## src/hdl/htcg_pkg.sv

```systemverilog
// Shared types and constants for the hold-to-commit gesture block.
// No dependencies; imported by hold_to_commit_gesture_top.
package htcg_pkg;

   // Gesture phases, encoded as reported in phase_now
   typedef enum logic [2:0] {
      PH_IDLE     = 3'd0,
      PH_SAVING   = 3'd1,
      PH_LOADING  = 3'd2,
      PH_FLASH    = 3'd3,
      PH_DISARMED = 3'd4
   } phase_type;

   // Register indexes of the configuration port
   localparam logic [2:0] CSR_EDGE_THRESHOLD = 3'd0;
   localparam logic [2:0] CSR_NEUTRAL_LOW    = 3'd1;
   localparam logic [2:0] CSR_NEUTRAL_HIGH   = 3'd2;
   localparam logic [2:0] CSR_HOLD_TIME      = 3'd3;
   localparam logic [2:0] CSR_FLASH_TIME     = 3'd4;
   localparam logic [2:0] CSR_STORE_ATTACHED = 3'd5;

   localparam int CSR_ADDR_W = 3;
   localparam int CSR_DATA_W = 16;
   localparam int POS_W      = 12;
   localparam int MS_W       = 16;

   // Position value of full travel (1.0 in Q0.12)
   localparam logic [POS_W:0] FULL_SCALE = 13'd4096;

   // Reset values of the configuration registers
   localparam logic [POS_W-1:0] EDGE_THRESHOLD_RST = 12'd205;
   localparam logic [POS_W-1:0] NEUTRAL_LOW_RST    = 12'd1638;
   localparam logic [POS_W-1:0] NEUTRAL_HIGH_RST   = 12'd2458;
   localparam logic [MS_W-1:0]  HOLD_TIME_RST      = 16'd1000;
   localparam logic [MS_W-1:0]  FLASH_TIME_RST     = 16'd600;

   typedef struct packed {
      logic [11:0] slot_pos;
      logic [11:0] action_pos;
      logic [7:0]  elapsed_ms;
      logic        store_ok;
   } req_type;

   typedef struct packed {
      logic        committed;
      logic        commit_is_save;
      logic [2:0]  commit_slot;
      logic        commit_ok;
      logic [2:0]  phase_now;
      logic [15:0] hold_elapsed;
      logic [15:0] flash_elapsed;
      logic [2:0]  shown_slot;
   } rsp_type;

endpackage

```

## src/hdl/hold_to_commit_gesture_top.sv

```systemverilog
// Hold-to-commit save/load gesture: phase machine, hold and flash timers, slot mapping.
// Depends on htcg_pkg.
//
// Each accepted request beat yields a registered response beat in the next cycle.
// Throughput: one beat per cycle unless the output stalls; the gesture state
// updates in a single pass and a response register decouples the output side.
// Reset (synchronous, active high) clears the phase to idle, both timers, the
// latched gesture and restores the configuration register defaults.
module hold_to_commit_gesture_top #(
   parameter int NUM_SLOTS = 8
) (
   input  logic                                clock,
   input  logic                                reset,
   input  logic                                req_valid,
   output logic                                req_stall,
   input  htcg_pkg::req_type                   req_data,
   output logic                                rsp_valid,
   input  logic                                rsp_stall,
   output htcg_pkg::rsp_type                   rsp_data,
   input  logic                                csr_we,
   input  logic [htcg_pkg::CSR_ADDR_W-1:0]     csr_addr,
   input  logic [htcg_pkg::CSR_DATA_W-1:0]     csr_wdata
);
   import htcg_pkg::*;

   localparam int NW = $clog2(NUM_SLOTS + 1);
   localparam logic [NW-1:0] SLOT_MAX = NW'(NUM_SLOTS - 1);

   // configuration
   logic [POS_W-1:0] edge_thr_ff, neutral_low_ff, neutral_high_ff;
   logic [MS_W-1:0]  hold_time_ff, flash_time_ff;
   logic             attached_ff;

   // gesture state
   phase_type        phase_ff, phase_in;
   logic [MS_W-1:0]  hold_ff, hold_in, flash_ff, flash_in;
   logic             armed_save_ff, armed_save_in;
   logic [2:0]       armed_slot_ff, armed_slot_in;
   logic             last_ok_ff, last_ok_in;

   // response register
   logic             rsp_valid_ff;
   rsp_type          rsp_ff, rsp_in;

   logic             accept;
   logic             commit;
   logic [POS_W+NW-1:0] slot_prod;
   logic [NW-1:0]    slot_raw, slot_cap;
   logic [2:0]       cur_slot;
   logic [POS_W:0]   load_sum;
   logic             at_save, at_load, neutral, still;
   logic [MS_W:0]    hold_sum, flash_sum;
   logic [MS_W-1:0]  hold_sat, flash_sat;

   // take a new beat whenever the response register is empty or draining
   assign req_stall = rsp_valid_ff && rsp_stall;
   assign accept    = req_valid && !req_stall;

   // write configuration registers
   always_ff @(posedge clock) begin
      if (reset) begin
         edge_thr_ff     <= EDGE_THRESHOLD_RST;
         neutral_low_ff  <= NEUTRAL_LOW_RST;
         neutral_high_ff <= NEUTRAL_HIGH_RST;
         hold_time_ff    <= HOLD_TIME_RST;
         flash_time_ff   <= FLASH_TIME_RST;
         attached_ff     <= 1'b1;
      end else if (csr_we) begin
         unique case (csr_addr)
            CSR_EDGE_THRESHOLD: edge_thr_ff     <= csr_wdata[POS_W-1:0];
            CSR_NEUTRAL_LOW:    neutral_low_ff  <= csr_wdata[POS_W-1:0];
            CSR_NEUTRAL_HIGH:   neutral_high_ff <= csr_wdata[POS_W-1:0];
            CSR_HOLD_TIME:      hold_time_ff    <= csr_wdata;
            CSR_FLASH_TIME:     flash_time_ff   <= csr_wdata;
            CSR_STORE_ATTACHED: attached_ff     <= csr_wdata[0];
            default: ;
         endcase
      end
   end

   // map selector position to a slot, capped at the last slot
   always_comb begin
      slot_prod = (POS_W+NW)'(req_data.slot_pos) * (POS_W+NW)'(NUM_SLOTS);
      slot_raw  = slot_prod[POS_W+NW-1:POS_W];
      slot_cap  = (slot_raw > SLOT_MAX) ? SLOT_MAX : slot_raw;
      cur_slot  = 3'(slot_cap);
   end

   // classify action position and run saturating timers
   always_comb begin
      load_sum  = {1'b0, req_data.action_pos} + {1'b0, edge_thr_ff};
      at_save   = req_data.action_pos <= edge_thr_ff;
      at_load   = load_sum >= FULL_SCALE;
      neutral   = (req_data.action_pos >= neutral_low_ff) &&
                  (req_data.action_pos <= neutral_high_ff);
      hold_sum  = {1'b0, hold_ff} + (MS_W+1)'(req_data.elapsed_ms);
      flash_sum = {1'b0, flash_ff} + (MS_W+1)'(req_data.elapsed_ms);
      hold_sat  = hold_sum[MS_W] ? {MS_W{1'b1}} : hold_sum[MS_W-1:0];
      flash_sat = flash_sum[MS_W] ? {MS_W{1'b1}} : flash_sum[MS_W-1:0];
      still     = (phase_ff == PH_SAVING) ? at_save : at_load;
   end

   // next state of the gesture
   always_comb begin
      phase_in      = phase_ff;
      hold_in       = hold_ff;
      flash_in      = flash_ff;
      armed_save_in = armed_save_ff;
      armed_slot_in = armed_slot_ff;
      last_ok_in    = last_ok_ff;
      commit        = 1'b0;
      if (attached_ff) begin
         unique case (phase_ff)
            PH_IDLE: begin
               if (at_save || at_load) begin
                  phase_in      = at_save ? PH_SAVING : PH_LOADING;
                  hold_in       = '0;
                  armed_save_in = at_save;
                  armed_slot_in = cur_slot;
               end
            end
            PH_SAVING, PH_LOADING: begin
               if (!still) begin
                  phase_in = PH_IDLE;
                  hold_in  = '0;
               end else if (hold_sat >= hold_time_ff) begin
                  last_ok_in = req_data.store_ok;
                  commit     = 1'b1;
                  phase_in   = req_data.store_ok ? PH_FLASH : PH_DISARMED;
                  flash_in   = '0;
                  hold_in    = '0;
               end else begin
                  hold_in = hold_sat;
               end
            end
            PH_FLASH: begin
               if (flash_sat >= flash_time_ff) begin
                  phase_in = PH_DISARMED;
                  flash_in = '0;
               end else begin
                  flash_in = flash_sat;
               end
            end
            default: begin
               if (neutral) phase_in = PH_IDLE;
            end
         endcase
      end
   end

   // assemble the response beat
   always_comb begin
      rsp_in.committed      = commit;
      rsp_in.commit_is_save = armed_save_in;
      rsp_in.commit_slot    = armed_slot_in;
      rsp_in.commit_ok      = last_ok_in;
      rsp_in.phase_now      = phase_in;
      rsp_in.hold_elapsed   = hold_in;
      rsp_in.flash_elapsed  = flash_in;
      rsp_in.shown_slot     = cur_slot;
   end

   // advance gesture state on each accepted beat
   always_ff @(posedge clock) begin
      if (reset) begin
         phase_ff      <= PH_IDLE;
         hold_ff       <= '0;
         flash_ff      <= '0;
         armed_save_ff <= 1'b0;
         armed_slot_ff <= '0;
         last_ok_ff    <= 1'b0;
      end else if (accept) begin
         phase_ff      <= phase_in;
         hold_ff       <= hold_in;
         flash_ff      <= flash_in;
         armed_save_ff <= armed_save_in;
         armed_slot_ff <= armed_slot_in;
         last_ok_ff    <= last_ok_in;
      end
   end

   // hold the response until taken
   always_ff @(posedge clock) begin
      if (reset) begin
         rsp_valid_ff <= 1'b0;
      end else if (accept) begin
         rsp_valid_ff <= 1'b1;
      end else if (!rsp_stall) begin
         rsp_valid_ff <= 1'b0;
      end
   end

   always_ff @(posedge clock) begin
      if (accept) begin
         rsp_ff <= rsp_in;
      end
   end

   assign rsp_valid = rsp_valid_ff;
   assign rsp_data  = rsp_ff;

   // a commit always leaves the gesture flashing or disarmed
   a_commit_phase: assert property (@(posedge clock) disable iff (reset)
      rsp_valid_ff && rsp_ff.committed |->
         (rsp_ff.phase_now == PH_FLASH) || (rsp_ff.phase_now == PH_DISARMED))
      else $error("commit left gesture in an armed or idle phase");

   // an empty response register never stalls the request side
   a_no_stall_empty: assert property (@(posedge clock) disable iff (reset)
      !rsp_valid_ff |-> !req_stall)
      else $error("request stalled with empty response register");

   // hold timer runs only while a gesture is armed
   a_hold_phase: assert property (@(posedge clock) disable iff (reset)
      (phase_ff != PH_SAVING) && (phase_ff != PH_LOADING) |-> hold_ff == '0)
      else $error("hold timer nonzero outside an armed phase");

   // flash timer runs only during the flash phase
   a_flash_phase: assert property (@(posedge clock) disable iff (reset)
      phase_ff != PH_FLASH |-> flash_ff == '0)
      else $error("flash timer nonzero outside flash phase");

endmodule
```

## config.mk

```make
export PLATFORM = sky130hd
export DESIGN_NAME = hold_to_commit_gesture_top
export DESIGN_NICKNAME = d
export VERILOG_FILES = /design/src/hdl/htcg_pkg.sv /design/src/hdl/hold_to_commit_gesture_top.sv
export SDC_FILE = /design/constraint.sdc
export NUM_CORES = 1
export LEC_CHECK = 0
export ABC_AREA = 1
export CORE_ASPECT_RATIO = 1.4
export CORE_MARGIN = 4
export CORE_UTILIZATION = 36
export CTS_CLUSTER_SIZE = 30
export DETAILED_ROUTE_END_ITERATION = 7
export DONT_BUFFER_PORTS = 1
export SYNTH_ARGS = -nofsm -noshare
export SYNTH_HDL_FRONTEND = slang
export SYNTH_SLANG_ARGS = --single-unit
```

## constraint.sdc

```tcl
create_clock -name clock -period 9.9 [get_ports clock]
set_clock_uncertainty 0.15 [all_clocks]
set_input_delay 0.99 -clock clock [delete_from_list [all_inputs] [get_ports clock]]
set_output_delay 0.99 -clock clock [all_outputs]
set_load 0.05 [all_outputs]
```

==> results.yml <==
critical_path:
  critPathLaunchType: "primary input"
  cp.arrival_ps: 4630
  crit_required_ps: 10080
  endpoint_kind: "register"
  cp_max_fo: 14
  reg2reg_slack_ps: 5660
  path_class: "primary input to register"
routing:
  routedWlPerCell_microns: 15.1
  drc: 0
  wl_met3_mm: 1.42
  route.met2.wl_mm: 13.6
  drtPass1Iterations: 5
  drtAntennaViolNets: 0
  dr.max_layer_used: "met4"
  viasPerCell: 4.94
  wl_met1_mm: 11.2
  routed_wirelength_mm: 26.8
  vias: 8755
  detail_route.iter0.violations: 415
power:
  combPwrFrac_pct: 18.1
  p_leak_uw: 0.00552
  p_clk_share_pct: 37.0
  switching_share_pct: 32.6
  peakVddDrop_mv: 0.0957
  power.density_nw_per_um2: 161
  p_int_uw: 1180
  power_frac_seq_pct: 44.9
  p_sw_uw: 572
placed_design:
  pre_cts_ws_ps: 4960
  gp_congestion: 0.867
  dp_hpwl_mm: 19.8
  port_buffers: 0
run:
  cap_violations: 0
synth:
  syn-cell-area_sq_um: 10000
  ys_types: 45
  synth_area_leaders: "dfxtp_1, nand2_1, edfxtp_1, ha_1, inv_1"
  yosysWarningCount: 0
  synth.net_count: 1568
  synth_top_area_share_pct: 21.9
  ys_seq_area_share_pct: 35.1
  syn_area_per_cell_sq_um: 7.11
  synth_cells: 1413
  ys_ff_latch: 154
  synth.largest_area_cell: "dfxtp_1"
clock_network:
  cts_sinks: 154
  clkTransAtPathRegs_ps: 70
  cts_inserted_buffers: 17
  clock_path_buffers: 2
  insertion_delay_ps: 440
  cts_tree: "done"
  ctsRootBufferMaster: "clkbuf_16"
  holdBufCountCts: 0
  ctsHtreeMaxLevel: 4
  post_cts_buffers: 0
  cts_resized: 0
global_routing:
  groute.usage.overall_pct: 17.9
  antenna_found_initial: 0
  grt_max_degree: 65
  grt_pass1_vias: 8539
  overflow: 0
  grt_pass1_wl_mm: 43.6
floorplan:
  rows: 72
  coreArea_sq_um: 27600
  ioPinCount: 103
  start_util_pct: 36.4
  dieArea_sq_um: 30700
  die_h_microns: 206
  die_x_microns: 149
sta:
  rsz0062_at_grt: "no"
  final_hold_viol_count: 0
  final_max_slew_viol_count: 0
  setup_slack_ps: 5450
  worst_pin_slew_ps: 1010
  fin_crit_ps: 4450
  fin_crit_sh_pct: 45.0
  fmax_mhz: 225
  fin_setup_tns_ps: 0
  relSlewSlack_pct: 32.8
  setup_viol: 0
final_layout:
  layout_common_cells: "nand2_1, inv_1, a21oi_1"
  fin_nets: 1545
  n_antenna_cell: 0
  final_common_cell: "nand2_1"
  drive_above_1_share_pct: 6.99
  area_growth_syn_to_layout_pct: 8.42
  fin_util_pct: 39.5
  fillers: 2937
outcome:
  outcome: "finished clean"
worst_hold_path:
  hold_class: "register to register"
final timing paths:
| kind | start | endpoint | depth (start not counted) |
|---|---|---|---|
| setup reg to reg | hold_ff[0] | last_ok_ff | 21 |
| setup / recovery | req_data[1] | last_ok_ff | 21 |
| hold / removal | neutral_high_ff[9] | neutral_high_ff[9] | 2 |
| hold reg to reg | neutral_high_ff[9] | neutral_high_ff[9] | 2 |
final cells by class:
| cell class | count | area [sq um] | area share, % |
|---|---|---|---|
| multi-input combinational | 1003 | 5510 | 50.6 |
| tap | 370 | 463 | 4.25 |
| clock inverter | 8 | 53.8 | 0.494 |
| sequential | 154 | 3520 | 32.4 |
| clock buffer | 24 | 526 | 4.83 |
| inverter | 210 | 788 | 7.24 |
| timing repair buffer | 4 | 30.0 | 0.276 |
cell usage after synthesis (all sizes together):
| master | instances |
|---|---|
| nand2 | 418 |
| inv | 209 |
| a21oi | 114 |
| nor2 | 111 |
| dfxtp | 110 |
| nand3 | 107 |
| ha | 95 |
| o21ai | 84 |
| edfxtp | 44 |
| clkbuf | 29 |
| o211ai | 21 |
| buf | 17 |
| nand4 | 17 |
| nor3 | 9 |
| nand3b | 5 |
| or2 | 5 |
| a21o | 4 |
| fa | 3 |
| o21a | 3 |
| o21bai | 2 |
| xor2 | 2 |
| a311o | 1 |
| clkinv | 1 |
| nand2b | 1 |
| xnor2 | 1 |
state kept, by name, indices dropped and copies added (netlist names), 3 cells and up:
signal	count
phase_ff	3
flash_ff	16
neutral_low_ff	12
edge_thr_ff	12
hold_ff	16
neutral_high_ff	12
armed_slot_ff	3
rsp_data	44
flash_time_ff	16
hold_time_ff	16
metal layers:
layer / vias up / global-route usage, %
li1: 4538 / -
met1: 4040 / 20.2
met2: 145 / 32.6
met3: 32 / 4.56
met4: 0 / 6.05
met5: - / 0
logic make-up (layout without fill, tap and decap cells):
| family | Yosys count | in the layout | share of synthesized area (%) |
|---|---|---|---|
| flip-flops | 154 | 154 | 35.1 |
| XOR/XNOR | 3 | 3 | 0.262 |
| AND/OR/NAND/NOR | 673 | 673 | 29.4 |
| AO/OA/AOI/OAI | 229 | 229 | 12.7 |
| buffers and inverters | 256 | 246 | 10.2 |
| adder cells (fa/ha/maj) | 98 | 98 | 12.4 |
stage by stage:
step	power (uW)	std cells	area, sq um	hold WS (ps)
after floorplan	1050	1413	10000	283
after global placement	1110	1741	10300	294
after detailed placement	1120	1741	10300	301
after CTS	1770	1773	10900	312
after global routing	1850	1773	10900	332
final	1750	1773	10900	310
power by group through the flow:
stage,sequential (uW),combinational (uW),clock (uW)
floorplan,789,259,0
global placement,800,310,0
detailed placement,800,318,0
CTS,787,321,667
global route,790,370,691
finish,786,317,648
critical path, stage by stage:
cell and delay, ps:
ha_1 240, fa_1 430, nand2_1 110, o21ai_2 100, nand3_2 100, nand2_1 80, nand2_2 280, nand3_1 180
ha_1 330, nand2_1 90, nor2_2 140, nand4_1 120, nand2b_1 220, nand3_4 170, inv_2 60, nor2_4 430
nand3_1 200, nand2_1 130, nand2_2 60, o21ai_2 100, inv_1 50
No activity file was read; power rests on OpenSTA's default activity.
